### config.mk
export PLATFORM = sky130hd
export DESIGN_NAME = mct_level_stage
export DESIGN_NICKNAME = d
export VERILOG_FILES = /design/src/hdl/mct_pkg.sv /design/src/hdl/mct_level_stage.sv
export SDC_FILE = /design/constraint.sdc
export NUM_CORES = 1
export LEC_CHECK = 0
export BUFFER_PORTS_ARGS = -buffer_cell sky130_fd_sc_hd__buf_2
export CAP_MARGIN = 20
export CORE_ASPECT_RATIO = 2
export CORE_MARGIN = 3
export CORE_UTILIZATION = 23
export CTS_CLUSTER_SIZE = 30
export DETAILED_ROUTE_END_ITERATION = 12
export PLACE_DENSITY = 0.36
export SETUP_SLACK_MARGIN = 0.4
export SYNTH_ARGS = -nofsm -noshare
export SYNTH_HDL_FRONTEND = slang
export SYNTH_SLANG_ARGS = --single-unit
### constraint.sdc
create_clock -name clk -period 23.2 [get_ports clk]
set_input_delay 2.32 -clock clk [delete_from_list [all_inputs] [get_ports clk]]
set_output_delay 2.32 -clock clk [all_outputs]
set_load 0.005 [all_outputs]
### src/hdl/mct_pkg.sv
// Shared types, format codes and the level size arithmetic for the mip chain trim planner.
// No dependencies; every other file of the block imports this package.
package mct_pkg;

  localparam int MAX_MIPS_DEF = 15;
  localparam int SIDE_W = 15;
  localparam int MIPS_W = 4;
  localparam int FMT_W = 3;
  localparam int LVL_BYTES_W = 34;
  localparam int SAVED_W = 32;
  localparam logic [SIDE_W-1:0] MIN_DIM_RESET = 15'd4;

  localparam logic [FMT_W-1:0] FMT_PLAIN32 = 3'd0;
  localparam logic [FMT_W-1:0] FMT_BC4 = 3'd1;
  localparam logic [FMT_W-1:0] FMT_BC8 = 3'd2;
  localparam logic [FMT_W-1:0] FMT_PLAIN64 = 3'd3;
  localparam logic [FMT_W-1:0] FMT_PLAIN8 = 3'd4;

  typedef struct packed {
    logic [SIDE_W-1:0] width;
    logic [SIDE_W-1:0] height;
    logic [MIPS_W-1:0] mip_levels;
    logic [FMT_W-1:0]  format_class;
  } texture_t;

  function automatic logic is_bc(input logic [FMT_W-1:0] fc);
    return (fc == FMT_BC4) || (fc == FMT_BC8);
  endfunction

  // Bytes of one level. Block formats count 4x4 blocks, plain formats count texels;
  // both become one 15x15 product followed by a shift for the bytes per unit.
  function automatic logic [LVL_BYTES_W-1:0] level_bytes(input logic [FMT_W-1:0] fc,
                                                         input logic [SIDE_W-1:0] w,
                                                         input logic [SIDE_W-1:0] h);
    logic [SIDE_W-1:0] a;
    logic [SIDE_W-1:0] b;
    logic [2*SIDE_W-1:0] p;
    logic [2:0] sh;
    if (is_bc(fc)) begin
      a = SIDE_W'((({1'b0, w}) + 16'd3) >> 2);
      b = SIDE_W'((({1'b0, h}) + 16'd3) >> 2);
    end else begin
      a = w;
      b = h;
    end
    case (fc)
      FMT_BC4:     sh = 3'd3;
      FMT_BC8:     sh = 3'd4;
      FMT_PLAIN64: sh = 3'd3;
      FMT_PLAIN8:  sh = 3'd0;
      default:     sh = 3'd2;
    endcase
    p = a * b;
    return LVL_BYTES_W'(p) << sh;
  endfunction

  function automatic logic [SAVED_W-1:0] sat_add(input logic [SAVED_W-1:0] acc,
                                                 input logic [LVL_BYTES_W-1:0] add);
    logic [LVL_BYTES_W:0] sum;
    sum = {{(LVL_BYTES_W-SAVED_W+1){1'b0}}, acc} + {1'b0, add};
    if (sum[LVL_BYTES_W:SAVED_W] != '0) begin
      return '1;
    end
    return sum[SAVED_W-1:0];
  endfunction

endpackage

### src/hdl/mct_level_stage.sv
// One stage of the saved-bytes chain: sizes one mip level and adds the previous level's size.
// Depends on mct_pkg for the texture struct, level_bytes and sat_add.
module mct_level_stage #(
  parameter int MAX_MIPS = mct_pkg::MAX_MIPS_DEF,
  parameter int LEVEL = 0
) (
  input  logic                              clk,
  input  logic                              rst,
  input  logic                              adv,
  input  logic                              in_valid,
  input  mct_pkg::texture_t                 in_tex,
  input  logic [$clog2(MAX_MIPS)-1:0]       in_skip,
  input  logic [mct_pkg::LVL_BYTES_W-1:0]   in_prod,
  input  logic [mct_pkg::SAVED_W-1:0]       in_acc,
  output logic                              out_valid,
  output mct_pkg::texture_t                 out_tex,
  output logic [$clog2(MAX_MIPS)-1:0]       out_skip,
  output logic [mct_pkg::LVL_BYTES_W-1:0]   out_prod,
  output logic [mct_pkg::SAVED_W-1:0]       out_acc
);
  import mct_pkg::*;

  logic [LVL_BYTES_W-1:0] prod_next;

  // Only dropped levels count toward the saving.
  always_comb begin
    if (LEVEL < int'(in_skip)) begin
      prod_next = level_bytes(in_tex.format_class, in_tex.width >> LEVEL,
                              in_tex.height >> LEVEL);
    end else begin
      prod_next = '0;
    end
  end

  always_ff @(posedge clk) begin
    if (rst) begin
      out_valid <= 1'b0;
    end else if (adv) begin
      out_valid <= in_valid;
    end
  end

  always_ff @(posedge clk) begin
    if (adv) begin
      out_tex <= in_tex;
      out_skip <= in_skip;
      out_prod <= prod_next;
      out_acc <= sat_add(in_acc, in_prod);
    end
  end

endmodule

Word level (Yosys, flattened, before mapping)
Cells that the tools add are included.

Register bits: 108. Input port bits: 111. Output and inout bits: 108. Logic and storage cells: 31.

$add $sub $neg: 3. Multipliers: 1. $lt $le $gt $ge: 1. Equality and inequality tests: 4. Shifts and indexed selects: 1. Multiplexer cells: 10. Reduce and logical (&&, ||, !) cells: 3.

Operators by type and width (number): $mux 32 (2); $mux 15 (4); $add 32x34->35 (1); $shl 30x3->34 (1); $add 15x2->16 const B (2); $mul 15x15->30 (1); $pmux 3 s3 (1); $eq 3x2->1 const B (2); $lt 1x4->1 const A (1); $eq 3x1->1 const B (1); $eq 3x3->1 const B (1); $mux 3 (1); $reduce_bool 3->1 (1); $mux 1 (2); $reduce_or 2->1 (1); $logic_or 1x1->1 (1).

Logic depth before layout (Yosys ltp)
Word-level depth: 6. Depth in mapped cells: 31. Mapped depth without buffers: 28.

Worst setup path after synthesis
Ideal clock, no wire load.

Kind: input to register. Start point: in in_tex[1] (netlist name). End point: reg out_prod[29] (netlist name) (data pin). Setup time: 0.300 ns. Data arrival time: 9.113 ns. Required time: 22.900 ns. Setup slack: 13.787 ns. Cell stages on the path: 30. Cell sequence: buf_2 -> xor2_1 -> nand2b_1 -> buf_2 -> clkbuf_1 -> clkbuf_1 -> o21a_1 -> clkbuf_1 -> nor2_1 -> fa_1 -> inv_1 -> fa_1 -> inv_1 -> fa_1 -> inv_1 -> fa_1 -> inv_1 -> fa_1 -> inv_1 -> fa_1 -> inv_1 -> ha_1 -> inv_1 -> o21ba_1 -> o21a_2 -> nor4_4 -> o211ai_2 -> and4_4 -> a2111oi_0 -> nor3_1.

Longest elaborated chain between the ends: 6. Elaborated cells on any way between the ends: 14. Those cells by class: mul: 1; eq/ne: 4; shift: 1; mux: 6; reduce/logical: 2.

Ends and longest elaborated chain: start, declared (line mct_level_stage.sv:11) `input mct_pkg::texture_t in_tex,`; $eq 3x1->1 or $eq 3x2->1 (tied branches) (line mct_pkg.sv:27, mct_pkg.sv:46); $logic_or 1x1->1 (line mct_pkg.sv:27) `return (fc == FMT_BC4) || (fc == FMT_BC8);`; $mux 15 (line mct_pkg.sv:39) `if (is_bc(fc)) begin`; $mux 15 (line mct_level_stage.sv:27) `if (LEVEL < int'(in_skip)) begin`; $mul 15x15->30 (line mct_pkg.sv:53) `p = a * b;`; $shl 30x3->34 * (line mct_pkg.sv:54) `return LVL_BYTES_W'(p) << sh;`; end signal, assigned (line mct_level_stage.sv:47) `out_prod <= prod_next;`; end, declared (line mct_level_stage.sv:18) `output logic [mct_pkg::LVL_BYTES_W-1:0] out_prod,`.

Mark *: on every way between the ends. The rest lies on a longest branch, timed or not. The select of a mux whose other input is x is not followed. A chain may end at the register's enable or synchronous reset.

Worst setup path in the final report
Start point: in in_tex[0] (netlist name). End point: reg out_prod[26] (netlist name) (data pin).

The elaborated chain is that of the path after synthesis.

==> results.json <==
{
  "status": "completed",
  "report.final.slew_viol_count": 0,
  "tns_ns": 0,
  "wl_um": 54850,
  "avgViaCountPerCell": 4.783,
  "grt_util_all_layers_pct": 16.51,
  "fin_skew_ns": 0,
  "drc": 0,
  "final_cell_mix": "217 x nand2_1, 217 x buf_2, 211 x inv_1",
  "synth_edf_count": 107,
  "antenna_found_initial": 0,
  "endpoint_kind": "flop",
  "min_path_cells": 2,
  "ioPinCount": 219,
  "postRouteAntennaNets": 0,
  "timing.final.crit_period_ns": 10.05,
  "cts_resized": 0,
  "die-area_mm2": 0.06749,
  "clock-sinks": 108,
  "fillCellCount": 6858,
  "setup.worst_path.start_class": "input pin",
  "r2r_slack_ns": 22.62,
  "clk_pin_slew_ns": 0.09,
  "cts_hold_buf": 0,
  "finalHoldViolations": 0,
  "grt_max_degree": 64,
  "arrival_ns": 10.21,
  "core-area_mm2": 0.06327,
  "slew_headroom_pct": 29.27,
  "synth_area_mm2": 0.01477,
  "ys_types": 92,
  "fin_crit_sh_pct": 43.33,
  "ys_ff_latch": 108,
  "fin_util_pct": 26.93,
  "tritoncts": "built",
  "rows": 130,
  "crit_fanout": 27,
  "hp-class": "flop to flop",
  "drv_cap": 0,
  "rsz0062_at_grt": "false",
  "start_util_pct": 23.35,
  "drt_iter0_drc": 487,
  "die-height_um": 364.4,
  "dp.cells": 2608,
  "avgRoutedWirePerCell_um": 20.89,
  "cts_buffers": 9,
  "max_freq_mhz": 99.48,
  "overflow": 0,
  "worst-setup-path-type": "input pin to flop",
  "h-tree-depth": 3,
  "gp_congestion": 0.8675,
  "async_flop_share_pct": 0,
  "avgSynthCellArea_um2": 8.959,
  "finalSetupViolCount": 0,
  "cts_buffer_depth": 2,
  "grt_pass1_vias": 13830,
  "syn_to_final_growth_pct": 15.33,
  "yosysSeqAreaShare_pct": 21.89,
  "yosys_warnings": 0,
  "cts_root_buffer": "clkbuf_16",
  "final_layout_size_suffix_gt1_share_pct": 16.31,
  "synth_top_flop_cell": "edfxtp_1",
  "dp_hpwl_um": 47120,
  "firstDrtPassIters": 4,
  "ff2ff_path_depth": 2,
  "num_vias": 12560,
  "post-cts-setup-buffer-count": 0,
  "die_w_um": 185.2,
  "tightest_slew_ns": 1.050,
  "synth_cells": 1649,
  "clock_latency_ns": 0.41,
  "nets": 2233,
  "grt_pass1_wl_um": 83470,
  "required_ns": 23.35,
  "syn_nets": 2054,
  "stdcell_count": 2626,
  "port_buffers": 218
}
[synth_stat cells, types with 17 or more instances]
library cell | instances | area share [%]
and3_1 | 28 | 1.2
fa_1 | 168 | 23
nand2b_1 | 17 | 0.72
edfxtp_1 | 107 | 22
o21ai_0 | 60 | 2.0
a21o_1 | 26 | 1.3
nand4_1 | 18 | 0.76
nor3_1 | 17 | 0.58
xor2_1 | 19 | 1.1
clkbuf_1 | 44 | 1.1
nand3_1 | 30 | 1.0
nor2_1 | 167 | 4.2
xnor2_1 | 35 | 2.1
inv_1 | 211 | 5.4
nand2_1 | 217 | 5.5
a21oi_1 | 97 | 3.3
buf_2 | 23 | 0.78
o211ai_1 | 17 | 0.86
ha_1 | 126 | 11
[cells by family after synthesis]
logic type	after synthesis	synth area share (%)
AO/OA/AOI/OAI	340	15.84
XOR/XNOR	54	3.201
adder cells (fa/ha/maj)	294	33.44
AND/OR/NAND/NOR	554	17.07
multiplexers	14	0.9486
flip-flops	108	21.89
buffers and inverters	285	7.614
[critical path, cell delays in order]
cell and delay [ns]:
buf_2 0.28, xor2_1 0.14, nor2b_2 0.18, buf_4 0.25
nand3_1 0.12, o21ai_0 0.13, a21oi_1 0.83, nor2_1 0.15
fa_1 0.58, inv_1 0.06, fa_1 0.54, inv_1 0.05
fa_1 0.51, fa_1 0.44, fa_1 0.56, inv_1 0.06
fa_1 0.54, inv_1 0.04, ha_1 0.46, nand4_1 0.14
o221ai_1 0.47, nand2_2 0.21, a31oi_4 0.28, a2111oi_0 0.14
or3_1 0.46, a21oi_1 0.18, nor3_1 0.07
[sequential cells by signal, summed over array words and instances, names as in the netlist]
signal     cells
out_skip       4
out_prod      34
out_acc       32
out_valid      1
out_tex       37
[per-stage QoR]
stage               hold slack (ns)  setup slack [ns]  instance area, µm²
floorplan                    0.4850             13.79               14770
global placement             0.4662             12.69               16710
detailed placement           0.4887             12.65               16710
CTS                          0.5125             13.08               17010
global route                 0.5448             12.60               17040
finish                       0.5010             13.15               17040
[per-layer routing]
layer / global-route usage (%) / share of wire [%] / vias to the layer above
met4: 8.468 / 5.2 / 0
met5: 0 / 0 / -
met3: 2.818 / 4.2 / 81
met2: 33.08 / 57 / 324
met1: 15.59 / 33 / 6204
li1: - / - / 5950
[final cells by class]
cell class / count / area, µm² / area share [%]
clock buffer: 9 / 225.2 / 1.322
antenna: 1 / 2.502 / 0.01469
sequential: 108 / 3233 / 18.98
multi-input combinational: 1256 / 10430 / 61.23
inverter: 213 / 799.5 / 4.693
timing repair buffer: 240 / 1279 / 7.505
clock inverter: 7 / 76.32 / 0.4480
tap: 792 / 991.0 / 5.816
[path summary, 6_finish.rpt]
check / start / to
worst max-delay path: in_tex[0] / out_prod[26]
worst min-delay path: out_valid / out_valid
worst max register to register: out_valid / out_valid
worst min register to register: out_valid / out_valid
Power is not shown: default switching activity piles up to over one toggle a cycle in this logic, so the estimate is an artifact.
