File: config.mk
export PLATFORM = sky130hd
export DESIGN_NAME = mct_skip_plan
export DESIGN_NICKNAME = d
export VERILOG_FILES = /design/src/hdl/mct_pkg.sv /design/src/hdl/mct_skip_plan.sv
export SDC_FILE = /design/constraint.sdc
export NUM_CORES = 1
export LEC_CHECK = 0
export BUFFER_PORTS_ARGS = -buffer_cell sky130_fd_sc_hd__buf_2
export CAP_MARGIN = 0
export CORE_ASPECT_RATIO = 1.4
export CORE_UTILIZATION = 55
export CTS_CLUSTER_DIAMETER = 200
export DETAILED_ROUTE_END_ITERATION = 8
export GPL_TIMING_DRIVEN = 0
export PLACE_DENSITY = 0.74
export SLEW_MARGIN = 30
export SYNTH_ARGS = -nofsm -noshare
export SYNTH_HDL_FRONTEND = slang
export SYNTH_SLANG_ARGS = --single-unit
File: constraint.sdc
create_clock -name clk -period 3.79 [get_ports clk]
set_input_delay 0.758 -clock clk [delete_from_list [all_inputs] [get_ports clk]]
set_output_delay 0.758 -clock clk [all_outputs]
set_load 0.02 [all_outputs]
File: src/hdl/mct_pkg.sv
// Shared types, format codes and the level size arithmetic for the mip chain trim planner.
// No dependencies; every other file of the block imports this package.
package mct_pkg;

  localparam int MAX_MIPS_DEF = 15;
  localparam int SIDE_W = 15;
  localparam int MIPS_W = 4;
  localparam int FMT_W = 3;
  localparam int LVL_BYTES_W = 34;
  localparam int SAVED_W = 32;
  localparam logic [SIDE_W-1:0] MIN_DIM_RESET = 15'd4;

  localparam logic [FMT_W-1:0] FMT_PLAIN32 = 3'd0;
  localparam logic [FMT_W-1:0] FMT_BC4 = 3'd1;
  localparam logic [FMT_W-1:0] FMT_BC8 = 3'd2;
  localparam logic [FMT_W-1:0] FMT_PLAIN64 = 3'd3;
  localparam logic [FMT_W-1:0] FMT_PLAIN8 = 3'd4;

  typedef struct packed {
    logic [SIDE_W-1:0] width;
    logic [SIDE_W-1:0] height;
    logic [MIPS_W-1:0] mip_levels;
    logic [FMT_W-1:0]  format_class;
  } texture_t;

  function automatic logic is_bc(input logic [FMT_W-1:0] fc);
    return (fc == FMT_BC4) || (fc == FMT_BC8);
  endfunction

  // Bytes of one level. Block formats count 4x4 blocks, plain formats count texels;
  // both become one 15x15 product followed by a shift for the bytes per unit.
  function automatic logic [LVL_BYTES_W-1:0] level_bytes(input logic [FMT_W-1:0] fc,
                                                         input logic [SIDE_W-1:0] w,
                                                         input logic [SIDE_W-1:0] h);
    logic [SIDE_W-1:0] a;
    logic [SIDE_W-1:0] b;
    logic [2*SIDE_W-1:0] p;
    logic [2:0] sh;
    if (is_bc(fc)) begin
      a = SIDE_W'((({1'b0, w}) + 16'd3) >> 2);
      b = SIDE_W'((({1'b0, h}) + 16'd3) >> 2);
    end else begin
      a = w;
      b = h;
    end
    case (fc)
      FMT_BC4:     sh = 3'd3;
      FMT_BC8:     sh = 3'd4;
      FMT_PLAIN64: sh = 3'd3;
      FMT_PLAIN8:  sh = 3'd0;
      default:     sh = 3'd2;
    endcase
    p = a * b;
    return LVL_BYTES_W'(p) << sh;
  endfunction

  function automatic logic [SAVED_W-1:0] sat_add(input logic [SAVED_W-1:0] acc,
                                                 input logic [LVL_BYTES_W-1:0] add);
    logic [LVL_BYTES_W:0] sum;
    sum = {{(LVL_BYTES_W-SAVED_W+1){1'b0}}, acc} + {1'b0, add};
    if (sum[LVL_BYTES_W:SAVED_W] != '0) begin
      return '1;
    end
    return sum[SAVED_W-1:0];
  endfunction

endpackage

File: src/hdl/mct_skip_plan.sv
// Three register stages that decide how many top mip levels an item drops.
// Depends on mct_pkg for the texture struct and the format helpers.
module mct_skip_plan #(
  parameter int MAX_MIPS = mct_pkg::MAX_MIPS_DEF
) (
  input  logic                         clk,
  input  logic                         rst,
  input  logic                         adv,
  input  logic                         in_valid,
  input  mct_pkg::texture_t            in_tex,
  input  logic [mct_pkg::SIDE_W-1:0]   limit_size,
  input  logic [mct_pkg::SIDE_W-1:0]   min_dimension,
  output logic                         out_valid,
  output mct_pkg::texture_t            out_tex,
  output logic [$clog2(MAX_MIPS)-1:0]  out_skip
);
  import mct_pkg::*;

  localparam int NL = MAX_MIPS - 1;
  localparam int SKW = $clog2(MAX_MIPS);

  logic a_valid;
  texture_t a_tex;
  logic [NL-1:0] a_cond;
  logic [NL-1:0] a_cond_next;

  logic b_valid;
  texture_t b_tex;
  logic [SKW-1:0] b_skip;
  logic [SKW-1:0] b_skip_next;
  logic [NL:1] b_align;
  logic [NL:1] b_align_next;

  logic [SKW-1:0] c_skip_next;

  // Each halving step is tested on its own; the chain keeps the leading run of passes.
  always_comb begin
    for (int k = 0; k < NL; k++) begin
      a_cond_next[k] = (limit_size != '0) &&
                       (((in_tex.width >> k) > limit_size) ||
                        ((in_tex.height >> k) > limit_size)) &&
                       ((k + 1) < int'(in_tex.mip_levels)) &&
                       ((in_tex.width >> (k + 1)) >= min_dimension) &&
                       ((in_tex.height >> (k + 1)) >= min_dimension);
    end
  end

  always_comb begin
    logic [SIDE_W-1:0] ws;
    logic [SIDE_W-1:0] hs;
    b_skip_next = SKW'(NL);
    for (int k = NL - 1; k >= 0; k--) begin
      if (!a_cond[k]) begin
        b_skip_next = SKW'(k);
      end
    end
    for (int s = 1; s <= NL; s++) begin
      ws = a_tex.width >> s;
      hs = a_tex.height >> s;
      b_align_next[s] = (ws[1:0] == 2'b00) && (hs[1:0] == 2'b00);
    end
  end

  // Block formats back off to the deepest aligned level not past the halving result.
  always_comb begin
    if (is_bc(b_tex.format_class)) begin
      c_skip_next = '0;
      for (int s = 1; s <= NL; s++) begin
        if ((s <= int'(b_skip)) && b_align[s]) begin
          c_skip_next = SKW'(s);
        end
      end
    end else begin
      c_skip_next = b_skip;
    end
  end

  always_ff @(posedge clk) begin
    if (rst) begin
      a_valid <= 1'b0;
      b_valid <= 1'b0;
      out_valid <= 1'b0;
    end else if (adv) begin
      a_valid <= in_valid;
      b_valid <= a_valid;
      out_valid <= b_valid;
    end
  end

  always_ff @(posedge clk) begin
    if (adv) begin
      a_tex <= in_tex;
      a_cond <= a_cond_next;
      b_tex <= a_tex;
      b_skip <= b_skip_next;
      b_align <= b_align_next;
      out_tex <= b_tex;
      out_skip <= c_skip_next;
    end
  end

endmodule

# Word level (Yosys, flattened, before mapping)
# Cells that the tools add are included.
# Widths: inputs -> output; s select.
[totals]
reg_bits = 150
inputBits = 71
out_inout_bits = 42
word_cells = 267
[classes]
order_cmp = 84
n_eq_ne = 2
mux = 28
n_reduce_logical = 131
[ops]
columns = ["operator", "n"]
rows = [
  ["$logic_and 1x1->1", 84],
  ["$logic_not 2->1", 28],
  ["$mux 3", 12],
  ["$mux 4", 8],
  ["$ge 1x15->1", 2],
  ["$ge 10x15->1", 2],
  ["$ge 11x15->1", 2],
  ["$ge 12x15->1", 2],
  ["$ge 13x15->1", 2],
  ["$ge 14x15->1", 2],
  ["$ge 2x15->1", 2],
  ["$ge 3x15->1", 2],
  ["$ge 4x15->1", 2],
  ["$ge 5x15->1", 2],
  ["$ge 6x15->1", 2],
  ["$ge 7x15->1", 2],
  ["$ge 8x15->1", 2],
  ["$ge 9x15->1", 2],
  ["$gt 10x15->1", 2],
  ["$gt 11x15->1", 2],
  ["$gt 12x15->1", 2],
  ["$gt 13x15->1", 2],
  ["$gt 14x15->1", 2],
  ["$gt 15x15->1", 2],
  ["other kinds (25)", 73],
]

# Logic depth before layout (Yosys ltp)
[logic_depth]
ltp_word = 17
mapped_depth = 9

# Worst setup path before layout
# OpenSTA, ideal clock, no wires.
[synth_timing]
path_kind = "input-to-reg"
startpoint = "input port min_dimension[1] in the netlist's numbering"
endpoint = "register a_cond[3], data pin"
arrival_ns = 2.595
required_time_ns = 3.522
path_slack_ns = 0.927
stages = 8
path_cell_list = "inv_1 -> ha_1 -> a21o_1 -> a211oi_1 -> o21ai_0 -> a21o_1 -> a2111oi_0 -> nor3_1"
[synth_between]
elab_chain_len = 3
[synth_rtl]
columns = ["item", "line", "source"]
rows = [
  ["start: declaration", "mct_skip_plan.sv:12", "input logic [mct_pkg::SIDE_W-1:0] min_dimension,"],
  ["$ge 11x15->1", "mct_skip_plan.sv:43", "((in_tex.width >> (k + 1)) >= min_dimension) &&"],
  ["$logic_and 1x1->1", "mct_skip_plan.sv:42", "((k + 1) < int'(in_tex.mip_levels)) &&"],
  ["$logic_and 1x1->1 (*)", "mct_skip_plan.sv:43", ""],
  ["via a_cond_next[3]", "mct_skip_plan.sv:25", "logic [NL-1:0] a_cond_next;"],
  ["end signal: assignment", "mct_skip_plan.sv:93", "a_cond <= a_cond_next;"],
  ["end: declaration", "mct_skip_plan.sv:24", "logic [NL-1:0] a_cond;"],
]
# The timed path passes the listed nets; every way through them passes the cells marked *.
# A chain may end at the register's enable or synchronous reset.

# Final worst setup path
[layout_timing]
startpoint = "input port limit_size[0] in the netlist's numbering"
endpoint = "register a_cond[1], data pin"
[layout_between]
elab_chain_len = 6
[layout_rtl]
columns = ["item", "line", "source"]
rows = [
  ["start: declaration", "mct_skip_plan.sv:11", "input logic [mct_pkg::SIDE_W-1:0] limit_size,"],
  ["$gt 14x15->1 (on tied branches)", "mct_skip_plan.sv:40, mct_skip_plan.sv:41", ""],
  ["$logic_or 1x1->1", "mct_skip_plan.sv:40", "(((in_tex.width >> k) > limit_size) ||"],
  ["$logic_and 1x1->1 (*)", "mct_skip_plan.sv:39", "a_cond_next[k] = (limit_size != '0) &&"],
  ["$logic_and 1x1->1 (*)", "mct_skip_plan.sv:41", "((in_tex.height >> k) > limit_size)) &&"],
  ["$logic_and 1x1->1 (*)", "mct_skip_plan.sv:42", ""],
  ["$logic_and 1x1->1 (*)", "mct_skip_plan.sv:43", ""],
  ["via a_cond_next[1]", "mct_skip_plan.sv:25", ""],
]
# Marks and branches as above.

==> results.md <==
- The run finished with clean final reports.
- The area share of xor/xnor cells in the synthesized design is 0.05781%.
- In the final timing run, aggregate negative setup slack is 0 ns.
- Clock-pin slew was measured on the worst setup and hold paths at 0.06 ns.
- The initial utilization of the core area, before any placement, comes to around 56%.
- The simple-gate portion of the synthesized area is 12.82%.
- Including well taps, the total number of placed cells is 1960.
- The number of instances resized during post-cts repair is 0.
- The detailed router placed 13020 vias in this run.
- The share of flip-flops with an asynchronous set or reset is 0%.
- Counting every net in the synthesized netlist gives 2001.
- The critical path arrival is 3.56 ns.
- The estimated wirelength of the detail-placed design is 29240 um.
- For the worst flop-to-flop path, the logic depth is 6.
- The CTS tree is done.
- The final clock skew is 0.006948 ns.
- STA classifies the critical path endpoint as a register.
- The dominant combinational cell family by area after synthesis is adder cells.
- Dividing the final minimum period by the clock period gives 90.74%.
- The count of nets left with antenna violations after detail routing is 0.
- Across every metal layer, demand over resource in global routing totals around 30%.
- At the pin with the least slew margin, the transition time is 0.9451 ns.
- After the last flow step, the layout net total stands at 2133.
- The internal power of the cells is 3.606 mW.
- The die covers 28220 um2.
- The post-detailed-route via-to-cell ratio is 6.538.
- The end of the worst hold path is out_tex[21].
- The detailed-routing iteration count for the pre-antenna-repair pass is 5.
- Compared with the post-synthesis result, the final layout area differs by 11.12%.
- Once layout is complete, the cells apart from fillers number roughly 2000.
- The final weighted congestion in routability-driven placement is between 0.9 and 1.
- STA classifies the critical path startpoint as a primary input.
- OpenSTA, run right after detailed placement, puts the worst setup slack at 0.1259 ns.
- The count of input and output buffers is 112.
- The total congestion overflow after global routing is 0.
- In the final layout, the share of cells above drive strength 1 is 10.02%.
- The critical path is of the primary input to register type.
- The count of final setup violators is 0.
- The origin of the critical flop-to-flop path is b_skip[2].
- The via count of the first global-routing pass is 12770.
- The maximum level of the CTS H-tree is 4.
- The number of buffers on the longest clock path is 2.
- Dividing the detail-routed wire length by the instance count gives roughly 21 um.
- The share of the core filled with cells in the final layout is 62.34%.
- For this run, the leading register cell type out of synthesis is sky130_fd_sc_hd__edfxtp_1.
- The vertical die dimension is between 150 and 200 um.
- The initial antenna violation count is 1.
- The final worst setup slack is 0.3509 ns.
- After synthesis, the cell types taking the most area are sky130_fd_sc_hd__ha_1 (37%), sky130_fd_sc_hd__edfxtp_1 (29%), sky130_fd_sc_hd__a21oi_1 (3.6%), sky130_fd_sc_hd__o21ai_0 (3.4%), sky130_fd_sc_hd__inv_1 (2.3%).
- The mapped netlist covers between 15000 and 20000 um2.
- The required time of the critical path is 3.91 ns.
- Max-cap violations in this run came to 0.
- After synthesis, flip-flops and latches occupy 29.53% of the total area.
- The horizontal die dimension is 142.3 um.
- The time the worst path needs with I/O delays and setup is 3.439 ns.
- Summed over all instances, the cell type with the most area after synthesis is sky130_fd_sc_hd__ha_1.
- Wires add up to 42480 um.
- In this run the cell area measured after placement is 16200 um2.
- The sequential cell fraction of total power is 38.6%.
- In this run, the clock network consumes 33.8% of the power.
- For this block, the initial DRC count from the detailed router was ~770.
- The timing-limited maximum frequency is 290.8 MHz.
- For this run, the number of Yosys warnings is 0.
- In this run the core area contains approximately 70 standard-cell rows.
- For this design the top-level I/O count stands at ~110.
- The worst hold-check path type is register to register.
- The first-pass GRT wire length is roughly 66000 um.
- The startpoint identified for the worst hold timing path is b_tex[21].
- The worst slew margin relative to its limit is 36.99%.
- The net load switching power is 1.564 mW.
- CTS placed an instance of sky130_fd_sc_hd__clkbuf_16 at the clock tree root.
- The net switching share of the total power is 30.26%.
- Setup repair after global routing left no endpoint under its margin.
- The worst supply voltage drop on vdd is around 0.30 mV.
- The number of max-slew violations in the final report was 0.
- In this run the critical register-to-register path is captured at out_skip[0].
- The multiplexer area fraction after synthesis is 0.1982%.
- The per-instance average area after synthesis is 10.22 um2.
- The insertion delay of the later-clocked pin in the worst-skew pair is 0.42 ns.
- The antenna diode count is 0.
- The maximum net fanout on the critical path is 29.
- The internal reg-to-reg setup slack is between 1.5 and 2 ns.
- The number of standard cells after synthesis is 1482.
- The reported leakage power is 7.651 nW.
- The flip-flop and latch count after synthesis is 150.
- The count of flip-flops with a built-in enable after synthesis is 147.
- The standard cell core area is 27010 um2.
- The share of the synthesized area in the top cell type is 37.00%.
- The number of buffers created by CTS is 17.
- In this run the post-CTS setup repair buffer count came out at 0.
- The finished cells cover 16830 um2.
- In this run the power density over the cells is 307.1 nW/um2.
- The pin count of the biggest net entering global routing is 87.
- Summing the areas of all fa, ha and maj instances in the mapped netlist gives 37.00% of the synthesized area.
- The proportion of power drawn by combinational gates is between 20% and 30%.
- The hold violation total from the final report is 0.
- The hold-critical path depth is 0.
- Leaving out fill and tap cells, the most frequent cells in the layout are sky130_fd_sc_hd__ha_1 (448), sky130_fd_sc_hd__edfxtp_1 (147), sky130_fd_sc_hd__buf_2 (111).
- Buffers inserted to repair hold after CTS numbered 0.
- The remaining design rule violation count is 0.
- The clock sink count is 150.
- The netlist uses 62 different library cells.
- The commonest non-fill, non-tap cell in the layout is sky130_fd_sc_hd__ha_1.
- The synthesized-area fraction occupied by ao, oa, aoi and oai cells is 18.01%.
cells in the mapped netlist (all sizes together), types with 3 or more instances:
cell type / number
a21o: 42
mux2i: 3
nor4b: 3
inv: 91
nand2b: 22
o211ai: 16
nand4: 49
edfxtp: 147
nor2: 64
a22oi: 9
a31oi: 12
nand3: 42
a211o: 8
nand2: 51
nor3: 28
a211oi: 22
and4: 8
o22ai: 10
a2111oi: 12
o21ai: 103
o2111ai: 7
a221oi: 9
dfxtp: 3
ha: 448
nor2b: 42
o31ai: 8
clkbuf: 5
and3: 9
nor4: 30
a21boi: 4
or4: 6
a21oi: 108
o21a: 28
cell type report:
type	instances	area [um2]
Tap cell	365	456.7
Timing Repair Buffer	113	598.1
Sequential cell	150	4474
Inverter	91	341.6
Clock inverter	14	200.2
Multi-Input combinational cell	1236	10320
Fill cell	2251	10170
Buffer	5	18.77
Clock buffer	18	429.2
metal layers:
layer	vias to the layer above	share of wire, %	wire length, um	track usage (%)
met5	-	0.038	16	0
met4	2	5.7	2411	18.52
met3	170	6.3	2674	4.454
met2	533	47	20150	52.58
met1	6151	41	17220	35.95
li1	6168	-	-	-
flip-flops by register name (all words and copies together), names as in the netlist:
signal and flops:
a_cond 14, a_tex 37, a_valid 1, b_align 14
b_skip 4, b_tex 37, b_valid 1, out_skip 4
out_tex 37, out_valid 1
per-stage QoR:
step	total power, mW	hold WS (ns)
6_report	5.170	0.4165
5_1_grt	5.440	0.4176
4_1_cts	5.162	0.4175
3_5_place_dp	3.422	0.4045
3_3_place_gp	3.353	0.4009
2_1_floorplan	2.906	0.4003
how the worst max path moves through the flow:
stage                            to  depth (start not counted)  slack, ns             start
final                     a_cond[1]                          7       0.35     limit_size[0]
after global routing      a_cond[3]                         10       0.43     limit_size[1]
after CTS                 a_cond[0]                          9       0.54  min_dimension[4]
after detailed placement  a_cond[0]                          9       0.13  min_dimension[4]
after global placement    a_cond[0]                         10      -0.26  min_dimension[1]
after floorplan           a_cond[3]                          8       0.93  min_dimension[1]
logic make-up after synthesis:
family,Yosys count
adders and majority gates,448
AOI/OAI and AO/OA,424
and+or+nand+nor,360
DFF,150
buffers and inverters,96
muxes,3
xor gates and xnor gates,1
power groups by stage:
stage	clock, mW	sequential [mW]	combinational [mW]
after floorplan	0	2.06	0.851
after global placement	0	2.04	1.32
after detailed placement	0	2.03	1.39
after CTS	1.76	2.00	1.40
after global routing	1.83	2.01	1.61
final	1.75	2.00	1.43
critical path: stages:
cell and delay, ns:
sky130_fd_sc_hd__buf_2 0.70, sky130_fd_sc_hd__nor3_1 0.16, sky130_fd_sc_hd__nor2b_1 0.21, sky130_fd_sc_hd__nor2b_1 0.26, sky130_fd_sc_hd__a2111oi_0 0.67, sky130_fd_sc_hd__o21ai_0 0.20, sky130_fd_sc_hd__a221oi_1 0.59
Power figures use the tool's default switching activity.
